--- src/hw/rtl/psfc_pkg.sv ---
// ----------------------------------------------------------------------------
// psfc_pkg
// Shared types and constants of the particle sensor reply frame checker.
// ----------------------------------------------------------------------------
package psfc_pkg;

  // frame layout
  localparam int unsigned FRAME_BYTES = 8;

  // header bytes that open a valid frame
  localparam logic [7:0] HDR0 = 8'h40;
  localparam logic [7:0] HDR1 = 8'h05;
  localparam logic [7:0] HDR2 = 8'h04;

  // readings reported before the first good frame
  localparam logic [15:0] RESET_READING = 16'd50;

  // result status codes
  typedef enum logic [1:0] {
    STATUS_OK           = 2'd0,
    STATUS_NO_HEADER    = 2'd1,
    STATUS_BAD_CHECKSUM = 2'd2
  } psfc_status_e;

  // control from the byte stage to the evaluation stage
  typedef struct packed {
    logic fire;  // stage holds a byte that moves on this cycle
    logic eor;   // that byte closes the reply
  } psfc_step_t;

endpackage

--- src/hw/rtl/psfc_in_if.sv ---
// ----------------------------------------------------------------------------
// psfc_in_if
// Received byte channel: one reply byte per transaction plus end-of-reply flag.
// ----------------------------------------------------------------------------
interface psfc_in_if;
  logic       valid;
  logic       ready;
  logic [7:0] rx_byte;
  logic       end_of_reply;

  modport source (output valid, output rx_byte, output end_of_reply, input ready);
  modport sink   (input valid, input rx_byte, input end_of_reply, output ready);
endinterface

--- src/hw/rtl/psfc_out_if.sv ---
// ----------------------------------------------------------------------------
// psfc_out_if
// Result channel: readings and status, one transaction per evaluated reply.
// ----------------------------------------------------------------------------
interface psfc_out_if;
  logic        valid;
  logic        ready;
  logic [15:0] fine_reading;
  logic [15:0] coarse_reading;
  logic [1:0]  status;

  modport source (output valid, output fine_reading, output coarse_reading,
                  output status, input ready);
  modport sink   (input valid, input fine_reading, input coarse_reading,
                  input status, output ready);
endinterface

--- src/hw/rtl/psfc_buffer.sv ---
// ----------------------------------------------------------------------------
// psfc_buffer
// Input register and reply buffer; presents the frame including the held byte.
// ----------------------------------------------------------------------------
module psfc_buffer import psfc_pkg::*; #(
  parameter int unsigned REPLY_BYTES = 10,
  localparam int unsigned CNT_W = $clog2(REPLY_BYTES + 1)
) (
  input  logic       clk_i,
  input  logic       rst_ni,
  input  logic       in_valid_i,
  input  logic [7:0] in_byte_i,
  input  logic       in_eor_i,
  output logic       in_ready_o,
  input  logic       out_free_i,
  output psfc_step_t step_o,
  output logic [7:0] frame_o [REPLY_BYTES]
);

  logic             vld_q;
  logic [7:0]       byte_q;
  logic             eor_q;
  logic [CNT_W-1:0] cnt_q;
  logic [7:0]       buf_q [REPLY_BYTES];
  logic             stage_go;

  // held byte moves on unless it closes a reply and the result slot is busy
  assign stage_go   = vld_q && (!eor_q || out_free_i);
  assign in_ready_o = !vld_q || stage_go;

  assign step_o.fire = stage_go;
  assign step_o.eor  = eor_q;

  // input register control
  always_ff @(posedge clk_i or negedge rst_ni) begin
    if (!rst_ni) begin
      vld_q <= 1'b0;
    end else if (in_ready_o) begin
      vld_q <= in_valid_i;
    end
  end

  // input register payload
  always_ff @(posedge clk_i) begin
    if (in_valid_i && in_ready_o) begin
      byte_q <= in_byte_i;
      eor_q  <= in_eor_i;
    end
  end

  // buffer with the held byte written at the fill position, if room remains
  always_comb begin
    for (int i = 0; i < REPLY_BYTES; i++) begin
      frame_o[i] = (vld_q && cnt_q == CNT_W'(i)) ? byte_q : buf_q[i];
    end
  end

  // reply buffer and fill count, cleared after each reply
  always_ff @(posedge clk_i or negedge rst_ni) begin
    if (!rst_ni) begin
      cnt_q <= '0;
      for (int i = 0; i < REPLY_BYTES; i++) begin
        buf_q[i] <= 8'd0;
      end
    end else if (stage_go) begin
      if (eor_q) begin
        cnt_q <= '0;
        for (int i = 0; i < REPLY_BYTES; i++) begin
          buf_q[i] <= 8'd0;
        end
      end else begin
        for (int i = 0; i < REPLY_BYTES; i++) begin
          buf_q[i] <= frame_o[i];
        end
        if (cnt_q != CNT_W'(REPLY_BYTES)) begin
          cnt_q <= cnt_q + CNT_W'(1);
        end
      end
    end
  end

`ifndef SYNTHESIS
  // fill count never passes the buffer depth
  a_cnt_range: assert property (@(posedge clk_i) disable iff (!rst_ni)
    cnt_q <= CNT_W'(REPLY_BYTES))
    else $error("psfc_buffer: fill count beyond buffer depth");

  // a closing byte leaves an empty buffer
  a_cnt_clear: assert property (@(posedge clk_i) disable iff (!rst_ni)
    stage_go && eor_q |=> cnt_q == '0)
    else $error("psfc_buffer: buffer not cleared after reply");

  // a byte that cannot move on stays in the input register
  a_hold: assert property (@(posedge clk_i) disable iff (!rst_ni)
    vld_q && !stage_go |=> vld_q && $stable(byte_q) && $stable(eor_q))
    else $error("psfc_buffer: stalled byte lost");
`endif

endmodule

--- src/hw/rtl/psfc_eval.sv ---
// ----------------------------------------------------------------------------
// psfc_eval
// Header search and checksum on the frame, last good readings, result register.
// ----------------------------------------------------------------------------
module psfc_eval import psfc_pkg::*; #(
  parameter int unsigned REPLY_BYTES = 10,
  localparam int unsigned N_OFF = REPLY_BYTES - FRAME_BYTES + 1
) (
  input  logic         clk_i,
  input  logic         rst_ni,
  input  psfc_step_t   step_i,
  input  logic [7:0]   frame_i [REPLY_BYTES],
  output logic         out_free_o,
  output logic         res_valid_o,
  input  logic         res_ready_i,
  output logic [15:0]  fine_o,
  output logic [15:0]  coarse_o,
  output logic [1:0]   status_o
);

  logic         hit  [N_OFF];
  logic         good [N_OFF];
  logic         found;
  logic         sel_good;
  logic [15:0]  sel_fine;
  logic [15:0]  sel_coarse;
  psfc_status_e status_d;
  logic         result_go;

  logic         out_vld_q;
  logic [15:0]  fine_q;
  logic [15:0]  coarse_q;
  psfc_status_e status_q;
  logic [15:0]  last_fine_q;
  logic [15:0]  last_coarse_q;

  // header and checksum test at every candidate offset
  always_comb begin
    logic [7:0] sum;
    for (int k = 0; k < N_OFF; k++) begin
      hit[k] = frame_i[k] == HDR0 && frame_i[k+1] == HDR1 && frame_i[k+2] == HDR2;
      sum = 8'd0;
      for (int j = 0; j < FRAME_BYTES - 1; j++) begin
        sum = sum + frame_i[k+j];
      end
      good[k] = frame_i[k+7] != 8'd0 && 8'(sum + frame_i[k+7]) == 8'd0;
    end
  end

  // lowest matching offset wins
  always_comb begin
    found      = 1'b0;
    sel_good   = 1'b0;
    sel_fine   = 16'd0;
    sel_coarse = 16'd0;
    for (int k = N_OFF - 1; k >= 0; k--) begin
      if (hit[k]) begin
        found      = 1'b1;
        sel_good   = good[k];
        sel_fine   = {frame_i[k+3], frame_i[k+4]};
        sel_coarse = {frame_i[k+5], frame_i[k+6]};
      end
    end
  end

  always_comb begin
    priority if (!found) begin
      status_d = STATUS_NO_HEADER;
    end else if (!sel_good) begin
      status_d = STATUS_BAD_CHECKSUM;
    end else begin
      status_d = STATUS_OK;
    end
  end

  assign result_go  = step_i.fire && step_i.eor;
  assign out_free_o = !out_vld_q || res_ready_i;

  // result valid and last good readings
  always_ff @(posedge clk_i or negedge rst_ni) begin
    if (!rst_ni) begin
      out_vld_q     <= 1'b0;
      last_fine_q   <= RESET_READING;
      last_coarse_q <= RESET_READING;
    end else begin
      if (result_go) begin
        out_vld_q <= 1'b1;
      end else if (res_ready_i) begin
        out_vld_q <= 1'b0;
      end
      if (result_go && status_d == STATUS_OK) begin
        last_fine_q   <= sel_fine;
        last_coarse_q <= sel_coarse;
      end
    end
  end

  // result payload
  always_ff @(posedge clk_i) begin
    if (result_go) begin
      status_q <= status_d;
      if (status_d == STATUS_OK) begin
        fine_q   <= sel_fine;
        coarse_q <= sel_coarse;
      end else begin
        fine_q   <= last_fine_q;
        coarse_q <= last_coarse_q;
      end
    end
  end

  assign res_valid_o = out_vld_q;
  assign fine_o      = fine_q;
  assign coarse_o    = coarse_q;
  assign status_o    = status_q;

`ifndef SYNTHESIS
  // a shown result always carries the readings kept at that moment
  a_kept: assert property (@(posedge clk_i) disable iff (!rst_ni)
    out_vld_q |-> fine_q == last_fine_q && coarse_q == last_coarse_q)
    else $error("psfc_eval: result readings differ from kept readings");

  // a closing byte always yields a result next cycle
  a_result: assert property (@(posedge clk_i) disable iff (!rst_ni)
    result_go |=> out_vld_q)
    else $error("psfc_eval: reply evaluated without result");

  // a result that is not taken stays unchanged
  a_res_hold: assert property (@(posedge clk_i) disable iff (!rst_ni)
    out_vld_q && !res_ready_i |=> out_vld_q && $stable(fine_q) &&
      $stable(coarse_q) && $stable(status_q))
    else $error("psfc_eval: stalled result changed");
`endif

endmodule

--- src/hw/rtl/particle_sensor_frame_check_top.sv ---
// A reply's final byte is registered in the input register on acceptance, and its
// result is registered in the result register once the result slot is free.
// Throughput: one byte per cycle; a closing byte waits only while an unread
// result holds the output, and the frame check fits in the single stage.
// Reset clears the buffer and fill count and sets the kept readings to 50.
// ----------------------------------------------------------------------------
// particle_sensor_frame_check_top
// Collects sensor reply bytes, checks header and checksum, reports readings.
// ----------------------------------------------------------------------------
module particle_sensor_frame_check_top import psfc_pkg::*; #(
  parameter int unsigned REPLY_BYTES = 10
) (
  input  logic  clk_i,
  input  logic  rst_ni,
  psfc_in_if.sink    rx_i,
  psfc_out_if.source res_o
);

  psfc_step_t step;
  logic [7:0] frame [REPLY_BYTES];
  logic       out_free;

  // byte collection
  psfc_buffer #(
    .REPLY_BYTES (REPLY_BYTES)
  ) u_buffer (
    .clk_i      (clk_i),
    .rst_ni     (rst_ni),
    .in_valid_i (rx_i.valid),
    .in_byte_i  (rx_i.rx_byte),
    .in_eor_i   (rx_i.end_of_reply),
    .in_ready_o (rx_i.ready),
    .out_free_i (out_free),
    .step_o     (step),
    .frame_o    (frame)
  );

  // frame check and result
  psfc_eval #(
    .REPLY_BYTES (REPLY_BYTES)
  ) u_eval (
    .clk_i       (clk_i),
    .rst_ni      (rst_ni),
    .step_i      (step),
    .frame_i     (frame),
    .out_free_o  (out_free),
    .res_valid_o (res_o.valid),
    .res_ready_i (res_o.ready),
    .fine_o      (res_o.fine_reading),
    .coarse_o    (res_o.coarse_reading),
    .status_o    (res_o.status)
  );

endmodule
--- src/flat_wrapper.sv ---
// flat-port wrapper written by rule: the top's interface ports become plain ports
module particle_sensor_frame_check_top_flat import psfc_pkg::*;
#(
  parameter int unsigned REPLY_BYTES = 10
)
  (clk_i, rst_ni, rx_i_valid, rx_i_rx_byte, rx_i_end_of_reply, rx_i_ready, res_o_valid, res_o_fine_reading, res_o_coarse_reading, res_o_status, res_o_ready);
  psfc_in_if rx_i_i ();
  psfc_out_if res_o_i ();
  input  logic clk_i;
  input  logic rst_ni;
  input wire logic [$bits(rx_i_i.valid)-1:0] rx_i_valid;
  input wire logic [$bits(rx_i_i.rx_byte)-1:0] rx_i_rx_byte;
  input wire logic [$bits(rx_i_i.end_of_reply)-1:0] rx_i_end_of_reply;
  output wire logic [$bits(rx_i_i.ready)-1:0] rx_i_ready;
  output wire logic [$bits(res_o_i.valid)-1:0] res_o_valid;
  output wire logic [$bits(res_o_i.fine_reading)-1:0] res_o_fine_reading;
  output wire logic [$bits(res_o_i.coarse_reading)-1:0] res_o_coarse_reading;
  output wire logic [$bits(res_o_i.status)-1:0] res_o_status;
  input wire logic [$bits(res_o_i.ready)-1:0] res_o_ready;
  assign rx_i_i.valid = rx_i_valid;
  assign rx_i_i.rx_byte = rx_i_rx_byte;
  assign rx_i_i.end_of_reply = rx_i_end_of_reply;
  assign rx_i_ready = rx_i_i.ready;
  assign res_o_valid = res_o_i.valid;
  assign res_o_fine_reading = res_o_i.fine_reading;
  assign res_o_coarse_reading = res_o_i.coarse_reading;
  assign res_o_status = res_o_i.status;
  assign res_o_i.ready = res_o_ready;
  particle_sensor_frame_check_top #(.REPLY_BYTES(REPLY_BYTES)) u_core (.clk_i(clk_i), .rst_ni(rst_ni), .rx_i(rx_i_i), .res_o(res_o_i));
endmodule
--- config.mk ---
export PLATFORM = sky130hd
export DESIGN_NAME = particle_sensor_frame_check_top_flat
export DESIGN_NICKNAME = d
export VERILOG_FILES = /design/src/hw/rtl/psfc_pkg.sv /design/src/hw/rtl/psfc_in_if.sv /design/src/hw/rtl/psfc_out_if.sv /design/src/hw/rtl/psfc_buffer.sv /design/src/hw/rtl/psfc_eval.sv /design/src/hw/rtl/particle_sensor_frame_check_top.sv /design/src/flat_wrapper.sv
export SDC_FILE = /design/constraint.sdc
export NUM_CORES = 1
export LEC_CHECK = 0
export ABC_CLOCK_PERIOD_IN_PS = 5920
export BUFFER_PORTS_ARGS = -buffer_cell sky130_fd_sc_hd__buf_2
export CAP_MARGIN = 0
export CORE_MARGIN = 3
export CORE_UTILIZATION = 50
export CTS_CLUSTER_DIAMETER = 50
export CTS_CLUSTER_SIZE = 20
export DETAILED_ROUTE_END_ITERATION = 8
export PLACE_DENSITY = 0.69
export SLEW_MARGIN = 5
export SYNTH_ARGS = -nofsm -noshare
export SYNTH_HDL_FRONTEND = slang
export SYNTH_SLANG_ARGS = --single-unit
--- constraint.sdc ---
create_clock -name clk_i -period 5.92 [get_ports clk_i]
set_clock_uncertainty 0.15 [all_clocks]
set_input_delay 1.184 -clock clk_i [delete_from_list [all_inputs] [get_ports clk_i]]
set_output_delay 1.184 -clock clk_i [all_outputs]
set_load 0.005 [all_outputs]
Word-level counts from Yosys, hierarchy flattened
Cells that the tools add are included.
- register bits after elaboration: 161
- bits of input ports: 13
- output and inout bits: 36
- logic and storage cells: 132
- add/subtract/negate cells: 22
- equal/unequal tests: 19
- mux-type cells: 31
- reduce and logical (&&, ||, !) cells: 40
- operators with widths (operator ; count):
    8-bit adder ; 21
    16-bit 2-to-1 mux ; 8
    8-bit 2-to-1 mux ; 10
    80-bit 2-to-1 mux ; 1
    8-bit by 3-bit equality test with 1-bit output (second input constant) ; 6
    8-bit by 7-bit equality test with 1-bit output (second input constant) ; 3
    8-bit zero test ; 3
    8-bit nonzero test ; 3
    1-bit logical AND ; 23
    4-bit by 3-bit equality test with 1-bit output (second input constant) ; 4
    4-bit by 2-bit equality test with 1-bit output (second input constant) ; 2
    4-bit equality test (second input constant) ; 2
    1-bit 2-to-1 mux ; 8
    4-bit 2-to-1 mux ; 2
    4-bit by 1-bit adder with 4-bit output (second input constant) ; 1
    4-bit by 1-bit equality test with 1-bit output (second input constant) ; 1
    4-bit zero test ; 1
    2-bit 2-to-1 mux ; 2
    4-bit != test (second input constant) ; 1
    2-bit nonzero test ; 2
    1-bit zero test ; 3
    1-bit logical OR ; 3
    2-bit zero test ; 1
    2-bit AND reduction ; 1

Depth between registers and ports, before layout
- depth after elaboration: 19
- depth in mapped cells: 25

By module
A second synthesis with hierarchy kept.
- cells, all modules: 1199
- area, all modules: 12997.5 µm²
- by module, submodules not included (module ; times used ; cells each ; area an instance (µm²)):
    psfc_eval ; 1 ; 642 ; 7186.9
    psfc_buffer ; 1 ; 557 ; 5810.6

Least setup slack after synthesis
OpenSTA, ideal clock, no wires.
- path type: register to register
- from: reg u_core.u_buffer.cnt_q[0]
- to: reg u_core.u_eval.last_coarse_q[10]
- library setup time: 0.125 ns
- data arrival time: 6.001 ns
- required time: 5.645 ns
- path slack: -0.356 ns
- stages on the path, launching flop included: 24
- path through: dfrtp_1 > inv_1 > ha_1 > and4bb_1 > buf_6 > mux2i_1 > inv_1 > fa_1 > inv_1 > fa_1 > fa_1 > fa_1 > inv_1 > ha_1 > fa_1 > nor4_1 > nand2_1 > a21oi_1 > o311a_1 > o21ai_0 > o32ai_2 > o21ai_4 > buf_6 > mux2_4
- cells in the longest elaborated chain, start to end: 19
- ends and longest elaborated chain (element ; line ; RTL):
    start: declaration ; psfc_buffer.sv:23 ; logic [CNT_W-1:0] cnt_q;
    start signal: assignment ; psfc_buffer.sv:76 ; cnt_q <= cnt_q + CNT_W'(1);
    4-bit by 2-bit equality test with 1-bit output ; psfc_buffer.sv:54 ; frame_o[i] = (vld_q && cnt_q == CNT_W'(i)) ? byte_q : buf_q[i];
    1-bit logical AND ; psfc_buffer.sv:54 ;
    8-bit 2-to-1 mux ; psfc_buffer.sv:54 ;
    8-bit adder (6 in series) ; psfc_eval.sv:44 ; sum = sum + frame_i[k+j];
    8-bit adder ; psfc_eval.sv:46 ; good[k] = frame_i[k+7] != 8'd0 && 8'(sum + frame_i[k+7]) == 8'd0;
    8-bit zero test ; psfc_eval.sv:46 ;
    1-bit logical AND ; psfc_eval.sv:46 ;
    1-bit 2-to-1 mux (3 in series) ; psfc_eval.sv:57 ; if (hit[k]) begin
    2-bit 2-to-1 mux ; psfc_eval.sv:69 ; end else if (!sel_good) begin
    2-bit 2-to-1 mux ; psfc_eval.sv:67 ; priority if (!found) begin
    2-bit zero test ; psfc_eval.sv:91 ; if (result_go && status_d == STATUS_OK) begin
    1-bit logical AND ; psfc_eval.sv:91 ;
    end signal: assignment ; psfc_eval.sv:93 ; last_coarse_q <= sel_coarse;
    end: declaration ; psfc_eval.sv:35 ; logic [15:0] last_coarse_q;
Several ways; a longest one is shown, not always the timed one.
A chain may end at the register's enable or synchronous reset.

Worst setup path after layout
- from: reg u_core.u_buffer.cnt_q[1]
- to: reg u_core.u_eval.last_fine_q[2]
- cells in the longest elaborated chain, start to end: 19
- ends and longest elaborated chain (element ; line ; RTL):
    4-bit by 2-bit equality test with 1-bit output ; psfc_buffer.sv:54 ;
    1-bit logical AND ; psfc_buffer.sv:54 ;
    8-bit 2-to-1 mux ; psfc_buffer.sv:54 ;
    8-bit adder (6 in series) ; psfc_eval.sv:44 ;
    8-bit adder ; psfc_eval.sv:46 ;
    8-bit zero test ; psfc_eval.sv:46 ;
    1-bit logical AND ; psfc_eval.sv:46 ;
    1-bit 2-to-1 mux (3 in series) ; psfc_eval.sv:57 ;
    2-bit 2-to-1 mux ; psfc_eval.sv:69 ;
    2-bit 2-to-1 mux ; psfc_eval.sv:67 ;
    2-bit zero test ; psfc_eval.sv:91 ;
    1-bit logical AND ; psfc_eval.sv:91 ;
    end signal: assignment ; psfc_eval.sv:92 ; last_fine_q <= sel_fine;
    end: declaration ; psfc_eval.sv:34 ; logic [15:0] last_fine_q;
Several ways; a longest one is shown, not always the timed one.

==> impl_metrics.prom <==
# TYPE chip_impl_metric gauge
chip_impl_info{name="run_status",value="finished, violations left"} 1
chip_impl_info{name="violated_checks",value="negative setup slack"} 1
chip_impl_metric{name="total_leakage_power",unit="nW"} 7.31
chip_impl_metric{name="number_of_violations_reported_at_the_end_of_detailed_routing_iteration_0",unit=""} 960
chip_impl_metric{name="half_perimeter_wire_length_after_detailed_placement",unit="mm"} 25.6
chip_impl_info{name="synth-main-ff-cell",value="sky130_fd_sc_hd__dfrtp_1"} 1
chip_impl_metric{name="fin_crit",unit="ps"} 6680
chip_impl_metric{name="antenna-diode-count",unit=""} 0
chip_impl_metric{name="synth.yosys.seq_area_share",unit=""} 0.359
chip_impl_metric{name="post_synth_edffs",unit=""} 43
chip_impl_metric{name="proportion_of_register_bits_with_asynchronous_set_or_reset_after_synthesis",unit=""} 0.733
chip_impl_metric{name="stdcell_count",unit=""} 1670
chip_impl_metric{name="max_cap_viol_count",unit=""} 0
chip_impl_metric{name="rr_worst_depth",unit=""} 27
chip_impl_metric{name="grt_usage",unit=""} 0.292
chip_impl_metric{name="die_w",unit="µm"} 160
chip_impl_metric{name="top_level_ports",unit=""} 49
chip_impl_info{name="tritoncts_clock_tree",value="built"} 1
chip_impl_info{name="timing.critical_path.from_type",value="flip-flop"} 1
chip_impl_metric{name="synthesis.area_per_instance",unit="µm²"} 11.0
chip_impl_metric{name="slew-limit-headroom",unit=""} 0.238
chip_impl_metric{name="numPortBuffers",unit=""} 48
chip_impl_metric{name="placedCellCount",unit=""} 1589
chip_impl_metric{name="core_area",unit="mm²"} 0.0230
chip_impl_metric{name="layout-area-overhead-vs-synth",unit="%"} 32.5
chip_impl_metric{name="1st_pass_router_iterations",unit=""} 6
chip_impl_metric{name="largest_fanout_of_any_net_on_the_critical_path",unit=""} 8
chip_impl_metric{name="synthesis.instances",unit=""} 1075
chip_impl_metric{name="global_route_wire_length_before_repair",unit="mm"} 57.4
chip_impl_info{name="end_kind",value="flip-flop"} 1
chip_impl_metric{name="register_area",unit="mm²"} 0.00426
chip_impl_info{name="leading_area_contributor_after_synthesis",value="sky130_fd_sc_hd__dfrtp_1"} 1
chip_impl_info{name="cts_root_buffer",value="sky130_fd_sc_hd__clkbuf_16"} 1
chip_impl_metric{name="pwr_density_cell",unit="mW/mm²"} 331
chip_impl_metric{name="via_count",unit=""} 9652
chip_impl_metric{name="antenna_found_initial",unit=""} 0
chip_impl_metric{name="vdd_drop_max",unit="mV"} 0.202
chip_impl_info{name="synth.area.top_cells",value="sky130_fd_sc_hd__dfrtp_1 24%, sky130_fd_sc_hd__fa_1 19%, sky130_fd_sc_hd__edfxtp_1 11%, sky130_fd_sc_hd__mux2i_1 5.4%, sky130_fd_sc_hd__inv_1 4.6%"} 1
chip_impl_metric{name="cts_inserted_buffers",unit=""} 17
chip_impl_metric{name="clk_pin_slew",unit="ps"} 70
chip_impl_metric{name="cts-root-to-sink-buffers",unit=""} 2
chip_impl_metric{name="grt_max_degree",unit=""} 73
chip_impl_metric{name="synthesis.nets",unit=""} 1233
chip_impl_metric{name="drt_wl_total",unit="mm"} 37.9
chip_impl_metric{name="floorplan.die.height",unit="µm"} 160
chip_impl_metric{name="floorplan.rows",unit=""} 55
chip_impl_metric{name="multiInputGateArea",unit="mm²"} 0.00742
chip_impl_info{name="hp-class",value="reg -> reg"} 1
chip_impl_info{name="grt_setup_unrepaired",value="yes"} 1
chip_impl_metric{name="worstPathRequired",unit="ps"} 6090
chip_impl_metric{name="globalRoute.totalOverflow",unit=""} 0
chip_impl_metric{name="cts.hold.buffers_added",unit=""} 0
chip_impl_metric{name="timing.final.max_slew_violations",unit=""} 0
chip_impl_metric{name="avgViaCountPerCell",unit=""} 5.78
chip_impl_metric{name="report.final.setup_viol",unit=""} 65
chip_impl_metric{name="yosysUniqueCellTypes",unit=""} 61
chip_impl_info{name="synth.most_common_cell",value="sky130_fd_sc_hd__inv_1"} 1
chip_impl_metric{name="placedInstanceArea",unit="mm²"} 0.0141
chip_impl_info{name="worst-setup-path-type",value="reg -> reg"} 1
chip_impl_metric{name="first_global_vias",unit=""} 9988
chip_impl_metric{name="hold-path-cell-count",unit=""} 2
chip_impl_metric{name="fin_ws",unit="ps"} -759
chip_impl_metric{name="htree_levels",unit=""} 4
chip_impl_metric{name="synth.ff_latch_count",unit=""} 161
chip_impl_metric{name="fmax",unit="GHz"} 0.150
chip_impl_metric{name="final_instance_area",unit="mm²"} 0.0157
chip_impl_metric{name="floorplan.die_area",unit="mm²"} 0.0256
chip_impl_metric{name="final_hold_viols",unit=""} 0
chip_impl_metric{name="tightest_slew",unit="ps"} 1140
chip_impl_metric{name="drive_above_1_share",unit=""} 0.385
chip_impl_info{name="cpMaxStageDelayCell",value="sky130_fd_sc_hd__fa_1"} 1
chip_impl_metric{name="nets",unit=""} 1502
chip_impl_metric{name="finalWeightedCongestion",unit=""} 0.954
chip_impl_metric{name="clock_sink_count",unit=""} 161
chip_impl_metric{name="yosysWarningCount",unit=""} 0
chip_impl_info{name="netlist_top_cells_count",value="144 x sky130_fd_sc_hd__inv_1, 115 x sky130_fd_sc_hd__fa_1, 112 x sky130_fd_sc_hd__dfrtp_1"} 1
chip_impl_metric{name="post_synth_instance_area",unit="mm²"} 0.0119
chip_impl_metric{name="reg2reg_setup_slack",unit="ps"} -760
chip_impl_metric{name="worst_path_largest_cell_delay",unit="ps"} 550
chip_impl_metric{name="top_area_cell_type_share_of_the_netlist_area",unit=""} 0.237
chip_impl_metric{name="ant_nets",unit=""} 0
chip_impl_metric{name="remaining_drc_errors",unit=""} 0
chip_impl_metric{name="clk-insertion-delay-late",unit="ps"} 450
chip_impl_metric{name="initial_utilization",unit=""} 0.516
chip_impl_metric{name="drt-wirelength-per-cell",unit="µm"} 22.7
chip_impl_info{name="timing.critical_path.mode_cell",value="sky130_fd_sc_hd__fa_1"} 1
chip_impl_metric{name="worst_ep_arrival_time",unit="ps"} 6850
chip_impl_metric{name="min_period_over_period",unit=""} 1.13
chip_impl_metric{name="filler_cell_count",unit=""} 1630
layout make-up:
| cell class | instances | area share |
|---|---|---|
| tap | 313 | 0.0249 |
| sequential | 161 | 0.271 |
| inverter | 148 | 0.0357 |
| multi-input combinational | 711 | 0.472 |
| clock buffer | 17 | 0.0271 |
| timing repair buffer | 305 | 0.157 |
| clock inverter | 15 | 0.0120 |
metrics by stage:
stage | utilization | TNS (ps) | worst slack (ps) | hold WS [ps] | power (mW)
after floorplan | - | -2210 | -48.4 | 299 | 2.72
after global placement | 0.615 | -41530 | -782 | 312 | 3.55
after detailed placement | 0.615 | -47670 | -925 | 319 | 3.63
after CTS | 0.669 | -26350 | -457 | 336 | 4.95
after global routing | 0.683 | -57530 | -924 | 362 | 5.50
final | 0.683 | -47040 | -759 | 336 | 5.20
cell families (layout without fill, tap and decap cells):
| group | Yosys count | count (layout) | synth area share |
|---|---|---|---|
| AND/OR/NAND/NOR | 215 | 216 | 0.0886 |
| buffers and inverters | 204 | 485 | 0.0707 |
| AO/OA/AOI/OAI | 177 | 177 | 0.0930 |
| flip-flops | 161 | 161 | 0.359 |
| adder cells (fa/ha/maj) | 145 | 145 | 0.226 |
| multiplexers | 136 | 136 | 0.134 |
| XOR/XNOR | 37 | 37 | 0.0286 |
final timing paths:
kind	startpoint	to
max in group asynchronous	rst_ni	u_core.u_buffer.buf_q[32]
min reg2reg	u_core.u_buffer.buf_q[46]	u_core.u_buffer.buf_q[46]
max reg2reg	u_core.u_buffer.cnt_q[1]	u_core.u_eval.last_fine_q[2]
min in group asynchronous	rst_ni	u_core.u_buffer.cnt_q[3]
min	u_core.u_buffer.buf_q[46]	u_core.u_buffer.buf_q[46]
max	u_core.u_buffer.cnt_q[1]	u_core.u_eval.last_fine_q[2]
cell usage in the layout (no fill, tap or decap), types with 5 or more instances in the layout:
cell type,n
sky130_fd_sc_hd__dfstp_2,6
sky130_fd_sc_hd__mux2i_1,38
sky130_fd_sc_hd__o221ai_1,26
sky130_fd_sc_hd__buf_12,14
sky130_fd_sc_hd__buf_2,47
sky130_fd_sc_hd__clkinv_8,6
sky130_fd_sc_hd__nor3_1,10
sky130_fd_sc_hd__mux2_4,66
sky130_fd_sc_hd__xor2_1,5
sky130_fd_sc_hd__dfrtp_2,5
sky130_fd_sc_hd__nor2_1,28
sky130_fd_sc_hd__fa_2,6
sky130_fd_sc_hd__inv_1,118
sky130_fd_sc_hd__mux2i_4,17
sky130_fd_sc_hd__ha_4,7
sky130_fd_sc_hd__mux2i_2,13
sky130_fd_sc_hd__o21ai_0,85
sky130_fd_sc_hd__xnor2_2,6
sky130_fd_sc_hd__buf_6,11
sky130_fd_sc_hd__nand2b_1,7
sky130_fd_sc_hd__o22ai_1,8
sky130_fd_sc_hd__ha_1,22
sky130_fd_sc_hd__clkbuf_16,19
sky130_fd_sc_hd__a21oi_1,21
sky130_fd_sc_hd__nand4_1,10
sky130_fd_sc_hd__nand4b_1,6
sky130_fd_sc_hd__nand2_1,107
sky130_fd_sc_hd__nand3_1,8
sky130_fd_sc_hd__edfxtp_1,43
sky130_fd_sc_hd__a21o_1,10
sky130_fd_sc_hd__xnor2_1,24
sky130_fd_sc_hd__dfrtp_1,107
sky130_fd_sc_hd__fa_1,109
sky130_fd_sc_hd__inv_2,28
sky130_fd_sc_hd__nor2b_1,6
sky130_fd_sc_hd__buf_4,229
sky130_fd_sc_hd__nor4_1,6
power breakdown:
part	internal, mW	total (mW)	switching, mW
Sequential	1.22	1.30	0.0859
Combinational	1.28	2.75	1.47
Clock	0.576	1.15	0.576
Total	3.07	5.20	2.13
registers in the layout, indices dropped and copies added, names as in the netlist:
name and count:
u_core.u_buffer.vld_q 1, u_core.u_buffer.byte_q 8, u_core.u_buffer.cnt_q 4, u_core.u_eval.fine_o 16
u_core.u_buffer.buf_q 80, u_core.u_buffer.eor_q 1, u_core.u_eval.res_valid_o 1, u_core.u_eval.last_fine_q 16
u_core.u_eval.coarse_o 16, u_core.u_eval.last_coarse_q 16, u_core.u_eval.status_o 2
worst max-delay path, delay by kind of cell, from the launching register on:
family / cells / cell delay [ps]
adder cells (fa/ha/maj): 6 / 2540
buffers and inverters: 10 / 1290
AO/OA/AOI/OAI: 6 / 950
AND/OR/NAND/NOR: 3 / 620
multiplexers: 2 / 540
flip-flops: 1 / 470
timing repair:
item | 4_1_cts | 5_1_grt
gates resized for setup | 88 | 32
pin swaps | 19 | 22
setup endpoints to repair | 65 | 65
setup buffers | 27 | 19
cloned | 2 | 2
layer usage:
layer / GRT usage / vias up / part of all wire
met2: 0.468 / 473 / 0.48
met1: 0.375 / 4864 / 0.39
li1: - / 4163 / -
met3: 0.0672 / 152 / 0.072
met5: 0 / - / 0
met4: 0.147 / 0 / 0.058
No activity file was read; power rests on OpenSTA's default activity.
